<file path="config.mk">
export PLATFORM = sky130hd
export DESIGN_NAME = two_way_sorted_merge
export DESIGN_NICKNAME = d
export VERILOG_FILES = /design/src/design/tsm_pkg.sv /design/src/design/tsm_ctrl.sv /design/src/design/tsm_datapath.sv /design/src/design/two_way_sorted_merge.sv
export VERILOG_INCLUDE_DIRS = /design/src /design/src/design
export SDC_FILE = /design/constraint.sdc
export NUM_CORES = 1
export LEC_CHECK = 0
export BUFFER_PORTS_ARGS = -buffer_cell sky130_fd_sc_hd__buf_2
export CAP_MARGIN = 30
export CELL_PAD_IN_SITES_DETAIL_PLACEMENT = 1
export CELL_PAD_IN_SITES_GLOBAL_PLACEMENT = 1
export CORE_ASPECT_RATIO = 0.8
export CORE_MARGIN = 10
export CORE_UTILIZATION = 56
export DETAILED_ROUTE_END_ITERATION = 8
export PLACE_DENSITY_LB_ADDON = 0.15
export SYNTH_ARGS = -nofsm -noshare
export SYNTH_HDL_FRONTEND = slang
export SYNTH_HIERARCHICAL = 1
export SYNTH_SLANG_ARGS = --single-unit
</file>
<file path="constraint.sdc">
create_clock -name i_clk -period 5.4 [get_ports i_clk]
set_clock_uncertainty 0.15 [all_clocks]
set_input_delay 0.27 -clock i_clk [delete_from_list [all_inputs] [get_ports i_clk]]
set_output_delay 0.27 -clock i_clk [all_outputs]
set_load 0.02 [all_outputs]
</file>
<file path="src/design/two_way_sorted_merge_macros.svh">
// ----------------------------------------------------------------------------
// two_way_sorted_merge_macros.svh
// Assertion helpers for the sorted merge block.
// ----------------------------------------------------------------------------
`ifndef TWO_WAY_SORTED_MERGE_MACROS_SVH
`define TWO_WAY_SORTED_MERGE_MACROS_SVH

// same-cycle implication, checked out of reset
`define TSM_ASSERT_NOW(label, clk, rst_n, ante, cons, msg) \
    label: assert property (@(posedge clk) disable iff (!rst_n) (ante) |-> (cons)) \
        else $error(msg);

// next-cycle implication, checked out of reset
`define TSM_ASSERT_NEXT(label, clk, rst_n, ante, cons, msg) \
    label: assert property (@(posedge clk) disable iff (!rst_n) (ante) |=> (cons)) \
        else $error(msg);

`endif

</file>
<file path="src/design/tsm_pkg.sv">
// ----------------------------------------------------------------------------
// tsm_pkg
// Shared types and constants for the two-way sorted merge block.
// ----------------------------------------------------------------------------
package tsm_pkg;

    localparam int DATA_W = 32;

    // controller -> datapath commands
    typedef struct packed {
        logic load;   // append request value (or flag a drop)
        logic prep;   // pick leading list, rewind heads
        logic step;   // emit one merged value
        logic clear;  // empty both lists and the drop flag
    } t_cmd;

    // datapath -> controller status
    typedef struct packed {
        logic both_empty;
        logic last_step;
    } t_stat;

endpackage

</file>
<file path="src/design/tsm_ctrl.sv">
// ----------------------------------------------------------------------------
// tsm_ctrl
// Load / prepare / merge sequencer for the sorted merge block.
// ----------------------------------------------------------------------------
module tsm_ctrl (
    input  logic            i_clk,
    input  logic            i_rst_n,
    input  logic            i_start,
    input  logic            i_carries_value,
    input  logic            i_finish,
    input  tsm_pkg::t_stat  i_stat,
    output tsm_pkg::t_cmd   o_cmd,
    output logic            o_busy
);
    import tsm_pkg::*;

    localparam int ST_W = 2;
    localparam logic [ST_W-1:0] ST_IDLE  = 2'd0;
    localparam logic [ST_W-1:0] ST_PREP  = 2'd1;
    localparam logic [ST_W-1:0] ST_MERGE = 2'd2;

    logic [ST_W-1:0] r_state;
    logic [ST_W-1:0] n_state;
    logic            accept;

    assign o_busy = (r_state != ST_IDLE);
    assign accept = i_start && !o_busy;

    always_comb begin
        n_state     = r_state;
        o_cmd.load  = 1'b0;
        o_cmd.prep  = 1'b0;
        o_cmd.step  = 1'b0;
        o_cmd.clear = 1'b0;
        unique case (r_state)
            ST_IDLE: begin
                if (accept) begin
                    o_cmd.load = i_carries_value;
                    if (i_finish) begin
                        n_state = ST_PREP;
                    end
                end
            end
            ST_PREP: begin
                if (i_stat.both_empty) begin
                    o_cmd.clear = 1'b1;
                    n_state     = ST_IDLE;
                end else begin
                    o_cmd.prep = 1'b1;
                    n_state    = ST_MERGE;
                end
            end
            ST_MERGE: begin
                o_cmd.step = 1'b1;
                if (i_stat.last_step) begin
                    o_cmd.clear = 1'b1;
                    n_state     = ST_IDLE;
                end
            end
            default: begin
                n_state = ST_IDLE;
            end
        endcase
    end

    always_ff @(posedge i_clk) begin
        if (!i_rst_n) begin
            r_state <= ST_IDLE;
        end else begin
            r_state <= n_state;
        end
    end

endmodule

</file>
<file path="src/design/tsm_datapath.sv">
// ----------------------------------------------------------------------------
// tsm_datapath
// List stores, counts, merge heads, compare and result register.
// ----------------------------------------------------------------------------
module tsm_datapath #(
    parameter int LIST_DEPTH = 16
) (
    input  logic                              i_clk,
    input  logic                              i_rst_n,
    input  tsm_pkg::t_cmd                     i_cmd,
    output tsm_pkg::t_stat                    o_stat,
    input  logic signed [tsm_pkg::DATA_W-1:0] i_element_value,
    input  logic                              i_list_sel,
    output logic                              o_valid,
    output logic signed [tsm_pkg::DATA_W-1:0] o_merged_value,
    output logic                              o_from_list,
    output logic                              o_last_of_run,
    output logic                              o_overflow_seen
);
    import tsm_pkg::*;

    localparam int CNT_W = $clog2(LIST_DEPTH + 1);
    localparam int IDX_W = $clog2(LIST_DEPTH);
    localparam logic [CNT_W-1:0] FULL = CNT_W'(LIST_DEPTH);

    logic signed [DATA_W-1:0] r_store_a [LIST_DEPTH];
    logic signed [DATA_W-1:0] r_store_b [LIST_DEPTH];
    logic [CNT_W-1:0]         r_cnt_a;
    logic [CNT_W-1:0]         r_cnt_b;
    logic [CNT_W-1:0]         r_idx_a;
    logic [CNT_W-1:0]         r_idx_b;
    logic                     r_dropped;
    logic                     r_lead_b;
    logic                     r_valid;
    logic signed [DATA_W-1:0] r_value;
    logic                     r_from;
    logic                     r_last;
    logic                     r_ovf;

    logic signed [DATA_W-1:0] head_a;
    logic signed [DATA_W-1:0] head_b;
    logic                     a_left;
    logic                     b_left;
    logic                     take_a;
    logic                     wr_a;
    logic                     wr_b;

    assign head_a = r_store_a[r_idx_a[IDX_W-1:0]];
    assign head_b = r_store_b[r_idx_b[IDX_W-1:0]];
    assign a_left = (r_idx_a != r_cnt_a);
    assign b_left = (r_idx_b != r_cnt_b);

    // ties go to the leading list
    always_comb begin
        if (!a_left) begin
            take_a = 1'b0;
        end else if (!b_left) begin
            take_a = 1'b1;
        end else if (r_lead_b) begin
            take_a = (head_a < head_b);
        end else begin
            take_a = (head_a <= head_b);
        end
    end

    assign o_stat.both_empty = (r_cnt_a == '0) && (r_cnt_b == '0);
    assign o_stat.last_step  = take_a
        ? ((r_idx_a + CNT_W'(1) == r_cnt_a) && !b_left)
        : ((r_idx_b + CNT_W'(1) == r_cnt_b) && !a_left);

    assign wr_a = i_cmd.load && !i_list_sel && (r_cnt_a != FULL);
    assign wr_b = i_cmd.load &&  i_list_sel && (r_cnt_b != FULL);

    always_ff @(posedge i_clk) begin
        if (wr_a) begin
            r_store_a[r_cnt_a[IDX_W-1:0]] <= i_element_value;
        end
        if (wr_b) begin
            r_store_b[r_cnt_b[IDX_W-1:0]] <= i_element_value;
        end
    end

    always_ff @(posedge i_clk) begin
        if (!i_rst_n) begin
            r_cnt_a   <= '0;
            r_cnt_b   <= '0;
            r_idx_a   <= '0;
            r_idx_b   <= '0;
            r_dropped <= 1'b0;
            r_lead_b  <= 1'b0;
            r_valid   <= 1'b0;
        end else begin
            r_valid <= 1'b0;
            if (wr_a) begin
                r_cnt_a <= r_cnt_a + CNT_W'(1);
            end
            if (wr_b) begin
                r_cnt_b <= r_cnt_b + CNT_W'(1);
            end
            if (i_cmd.load && !wr_a && !wr_b) begin
                r_dropped <= 1'b1;
            end
            if (i_cmd.prep) begin
                r_idx_a  <= '0;
                r_idx_b  <= '0;
                r_lead_b <= (r_cnt_a != '0) && (r_cnt_b != '0)
                            && (r_store_b[0] < r_store_a[0]);
            end
            if (i_cmd.step) begin
                r_valid <= 1'b1;
                if (take_a) begin
                    r_idx_a <= r_idx_a + CNT_W'(1);
                end else begin
                    r_idx_b <= r_idx_b + CNT_W'(1);
                end
            end
            if (i_cmd.clear) begin
                r_cnt_a   <= '0;
                r_cnt_b   <= '0;
                r_idx_a   <= '0;
                r_idx_b   <= '0;
                r_dropped <= 1'b0;
            end
        end
    end

    // result payload, no reset needed
    always_ff @(posedge i_clk) begin
        if (i_cmd.step) begin
            r_value <= take_a ? head_a : head_b;
            r_from  <= !take_a;
            r_last  <= o_stat.last_step;
            r_ovf   <= r_dropped;
        end
    end

    assign o_valid         = r_valid;
    assign o_merged_value  = r_value;
    assign o_from_list     = r_from;
    assign o_last_of_run   = r_last;
    assign o_overflow_seen = r_ovf;

endmodule

</file>
<file path="src/design/two_way_sorted_merge.sv">
// ----------------------------------------------------------------------------
// two_way_sorted_merge
// Loads two ascending lists, then streams out their merged ascending order.
// ----------------------------------------------------------------------------
// Usage:
//   A request is taken on a rising edge with start high and busy low. With
//   i_carries_value set, i_element_value is appended to list A or B
//   (i_list_sel); a request to a full list (LIST_DEPTH entries) is dropped
//   and remembered. Loads can be issued back to back.
//   A request with i_finish set (after its own append) starts the merge:
//   busy stays high through the prepare state and the merge. Results come
//   on o_merged_value / o_from_list / o_overflow_seen, one per cycle under
//   the o_valid strobe, the first one registered from the first merge step;
//   o_last_of_run marks the final one. The rate is set by the single
//   head compare, one value per cycle. If both lists are empty, no result
//   is sent and busy is high for one cycle. Afterwards lists and the drop
//   flag are empty again. Results cannot be held off by the receiver.
//   Synchronous reset empties both lists and clears the drop flag.
// ----------------------------------------------------------------------------
`include "two_way_sorted_merge_macros.svh"

module two_way_sorted_merge #(
    parameter int LIST_DEPTH = 16
) (
    input  logic                              i_clk,
    input  logic                              i_rst_n,
    input  logic                              start,
    output logic                              busy,
    input  logic signed [tsm_pkg::DATA_W-1:0] i_element_value,
    input  logic                              i_list_sel,
    input  logic                              i_carries_value,
    input  logic                              i_finish,
    output logic                              o_valid,
    output logic signed [tsm_pkg::DATA_W-1:0] o_merged_value,
    output logic                              o_from_list,
    output logic                              o_last_of_run,
    output logic                              o_overflow_seen
);
    import tsm_pkg::*;

    t_cmd  cmd;
    t_stat stat;

    tsm_ctrl u_ctrl (
        .i_clk           (i_clk),
        .i_rst_n         (i_rst_n),
        .i_start         (start),
        .i_carries_value (i_carries_value),
        .i_finish        (i_finish),
        .i_stat          (stat),
        .o_cmd           (cmd),
        .o_busy          (busy)
    );

    tsm_datapath #(
        .LIST_DEPTH (LIST_DEPTH)
    ) u_datapath (
        .i_clk           (i_clk),
        .i_rst_n         (i_rst_n),
        .i_cmd           (cmd),
        .o_stat          (stat),
        .i_element_value (i_element_value),
        .i_list_sel      (i_list_sel),
        .o_valid         (o_valid),
        .o_merged_value  (o_merged_value),
        .o_from_list     (o_from_list),
        .o_last_of_run   (o_last_of_run),
        .o_overflow_seen (o_overflow_seen)
    );

    `TSM_ASSERT_NEXT(a_finish_busy, i_clk, i_rst_n, start && !busy && i_finish, busy, "finish request did not start merge")
    `TSM_ASSERT_NEXT(a_load_quiet, i_clk, i_rst_n, start && !busy && !i_finish, !o_valid, "result after plain load")
    `TSM_ASSERT_NOW(a_mid_busy, i_clk, i_rst_n, o_valid && !o_last_of_run, busy, "merge ended before last result")
    `TSM_ASSERT_NEXT(a_run_gapless, i_clk, i_rst_n, o_valid && !o_last_of_run, o_valid, "gap in merged output")

endmodule
</file>
==> run metrics <==
status finished clean; Mean Syn Cell Area 21.6 µm²; worst r2r src u_datapath/r_idx_b[0]$_SDFF_PP0_; starting density of the core between 50% and 60%; reg-to-reg endpoint u_datapath/o_merged_value[8]$_DFFE_PP_; CTS tree built; I/O pins 75; Async SR Flop Fraction 0%; Clock Tree Buf Depth 3; Max Cap Violations 0; max incr delay on CP 0.66 ns; Cells after Synth 2000; pin count of the biggest net entering global routing 85; DP Cell Count 3073; fin area 0.0491 mm²; Die Span Y 268 µm; PwrDens roughly 350 mW/mm²; fraction of the mapped netlist area in adder cells 2.23%; hold depth 5; fin crit share 96.0%; Synth Warn # 6; Core ar. 0.0759 mm²; Max Freq 0.193 GHz; crit-path cells buf_4 > mux4_2 > mux4_2 > inv_1 > ha_1 > a21oi_1 > o21ai_0 > a211oi_1 > o311a_1 > and4b_1 > nor3_4 > buf_12 > o21ai_0; flop-to-flop setup slack 0.22 ns; non-filler cells, final 3300; CP Data Required Time 5.66 ns; vias in the first global route about 23000; initial antenna violation count 3; Arr. time, crit path roughly 5.4 ns; top_reg_cell synth edfxtp_1; via/cell ratio 6.75; Synth Register Bits 1084; die width 330 µm; Max FO, Critical Path between 50 and 60; gpl congestion 0.816; Worst Setup Path Type register to register; Filler cells just over 6000; All-Layer GR Usage 26.7%; area leader, netlist edfxtp_1; fin crit period 5.18 ns; Hold Crit Class input pin to register; first-pass GRT wire length about 170000 µm; largest family of logic cells by synthesized area multiplexers; CTS Hold Buffers Added 37; dpl cell area approximately 0.045 mm²; library cells used by synthesis 57; Seq/Total Area, Yosys 74.9%; RSZ-0062 raised after global routing false; multiplexer share of the synthesized area 16.8%; CTS root buf clkbuf_16; DRT iter0 DRCs 3070; Post-CTS Setup Repair Bufs 0; WL final 117000 µm; drc violations 0; Worst-Skew Late Latency slightly below 0.7 ns; crit path launch type register; maximum vdd drop 0.269 mV; Vias ~22000; clock sink total ~1100; TritonRoute pass-1 iters 6; layout cell share with drive strength beyond 1 29.3%; # port buffers 74; complex-gate fraction of the synthesized area under 10%; post-synthesis xor/xnor area fraction 0.467%; CTS clk-pin slew, worst paths 0.07 ns; slowest CP cell dfxtp_4; Leak 15.5 nW; Reg2Reg Depth 13; post-route ant nets 0; Hold Crit Start i_list_sel; CP delay by family, top compound AO/OA/AOI/OAI gates; final setup violation count 0; Die Area slightly below 0.09 mm²; worst hold margin ~0.17 ns; Slew Viols, Final 0; WHS Endpoint u_datapath/r_cnt_b[0]$_SDFFE_PP0P_; Slew HR 27.2%; Synth area leaders edfxtp_1, mux4_2, ha_1; area share of the largest cell type after synthesis 73.7%; crit end category register; Num CTS Buffers 103; Final #Nets 2318; Worst-Margin Slew 1.08 ns; routed len/inst 35.4 µm; Final HPWL DP 68100 µm; final hold vios 0; row cnt 90; syn_nets between 2000 and 2500; H-tree depth 3; Simple-Gate Fraction of Synth Area 2.40%; post-cts sizing count 0; EDFF count, synth 1059; setup TNS 0 ns; total gr overflow 0; area grow syn2layout 13.9%; Post-Syn Area 0.0431 mm²; Buffers & Inverters on Critical Path 3; Layout Utilization 64.7%
[worst max-delay path by stage]
stage | startpoint | end | slack [ns] | cells past startpoint
floorplan | u_ctrl/r_state[0]$_SDFFE_PN0P_ | u_datapath/r_store_a[3][0]$_DFFE_PP_ | 1.00 | 7
global placement | u_datapath/r_idx_b[0]$_SDFF_PP0_ | u_datapath/o_merged_value[0]$_DFFE_PP_ | 0.45 | 13
detailed placement | u_datapath/r_idx_b[0]$_SDFF_PP0_ | u_datapath/o_merged_value[0]$_DFFE_PP_ | 0.36 | 13
CTS | u_datapath/r_idx_b[0]$_SDFF_PP0_ | u_datapath/o_merged_value[0]$_DFFE_PP_ | 0.35 | 13
global route | u_datapath/r_idx_b[0]$_SDFF_PP0_ | u_datapath/r_idx_b[0]$_SDFF_PP0_ | 0.11 | 13
finish | u_datapath/r_idx_b[0]$_SDFF_PP0_ | u_datapath/o_merged_value[8]$_DFFE_PP_ | 0.22 | 13
[per-layer routing]
layer | wire length (µm) | vias up | global-route usage [%]
met5 | 13 | - | 0
met4 | 2210 | 2 | 5.34
met3 | 11600 | 144 | 4.49
met2 | 54900 | 1300 | 40.7
met1 | 48200 | 12106 | 40.8
li1 | - | 8715 | -
[Yosys cell counts (all sizes together), types with 3 or more instances]
cell / count
nand2: 68
ha: 77
and4: 4
nor2: 58
dfxtp: 25
o311ai: 5
a21oi: 28
nand4: 19
edfxtp: 1059
clkbuf: 40
and3: 3
o21ai: 47
nor2b: 10
a211oi: 3
mux4: 320
xnor2: 15
nand2b: 10
nor3: 17
a21o: 7
buf: 52
a31oi: 4
mux2i: 4
nand3b: 4
nand3: 13
xor2: 8
inv: 77
[cells by family (layout without fill, tap and decap cells)]
family,after synthesis,after routing
AOI/OAI and AO/OA,108,108
xor gates and xnor gates,23,23
adders and majority gates,77,77
buffers and inverters,170,457
DFF,1084,1084
muxes,326,326
other,0,1
and+or+nand+nor,212,212
[metrics by stage]
stage          worst slack [ns]  power, mW
2_1_floorplan              1.00       9.70
3_3_place_gp              0.453       9.93
3_5_place_dp              0.357       9.95
4_1_cts                   0.346       17.1
5_1_grt                   0.112       17.6
6_report                  0.217       17.0
[state kept, by name, summed over array words and instances, names as in the netlist]
signal / count
u_datapath/r_lead_b: 1
u_datapath/o_overflow_seen: 1
u_datapath/r_idx_a: 5
u_ctrl/r_state: 2
u_datapath/r_cnt_b: 5
u_datapath/r_dropped: 1
u_datapath/o_last_of_run: 1
u_datapath/o_merged_value: 32
u_datapath/r_cnt_a: 5
u_datapath/o_from_list: 1
u_datapath/r_store_b: 512
u_datapath/o_valid: 1
u_datapath/r_store_a: 512
u_datapath/r_idx_b: 5
[cells in the final DEF (no fill, tap or decap), types with 8 or more instances in the layout]
master | Yosys | final
nand2b_1 | 10 | 10
xnor2_1 | 15 | 15
dlygate4sd3_1 | 0 | 37
ha_1 | 77 | 76
a21oi_1 | 28 | 28
nand2_1 | 68 | 68
buf_4 | 2 | 65
nor3_1 | 15 | 9
o21ai_0 | 37 | 37
nand3_1 | 12 | 12
o21ai_1 | 10 | 10
nor2_4 | 0 | 26
dfxtp_1 | 25 | 17
nor2b_1 | 10 | 10
edfxtp_1 | 1059 | 1059
clkinv_2 | 0 | 15
nand4_1 | 17 | 17
xor2_1 | 8 | 8
buf_12 | 0 | 14
mux4_2 | 320 | 320
inv_1 | 77 | 77
nor2_1 | 58 | 32
clkinv_1 | 1 | 24
bufinv_16 | 0 | 12
buf_2 | 35 | 74
clkbuf_16 | 0 | 104
clkbuf_1 | 40 | 22
[tightest hold or removal path, stage by stage]
cell	delay, ns
buf_2	0.10
nand2_1	0.14
a31oi_1	0.19
xnor2_1	0.19
nor2_1	0.04
[where the power goes]
part | switching (mW) | internal [mW]
registers | 0.0263 | 9.27
clock network | 3.10 | 4.14
logic | 0.343 | 0.176
[area by class of cell]
type | instances | area, µm² | share of cell area, %
sequential | 1084 | 32300 | 65.8
clock buffer | 128 | 2710 | 5.52
inverter | 78 | 293 | 0.596
antenna | 1 | 2.50 | 0.00509
clock inverter | 61 | 648 | 1.32
multi-input combinational | 746 | 10400 | 21.1
timing repair buffer | 190 | 1510 | 3.07
tap | 1012 | 1270 | 2.58
Note: power is estimated with default switching activity, not from simulation.
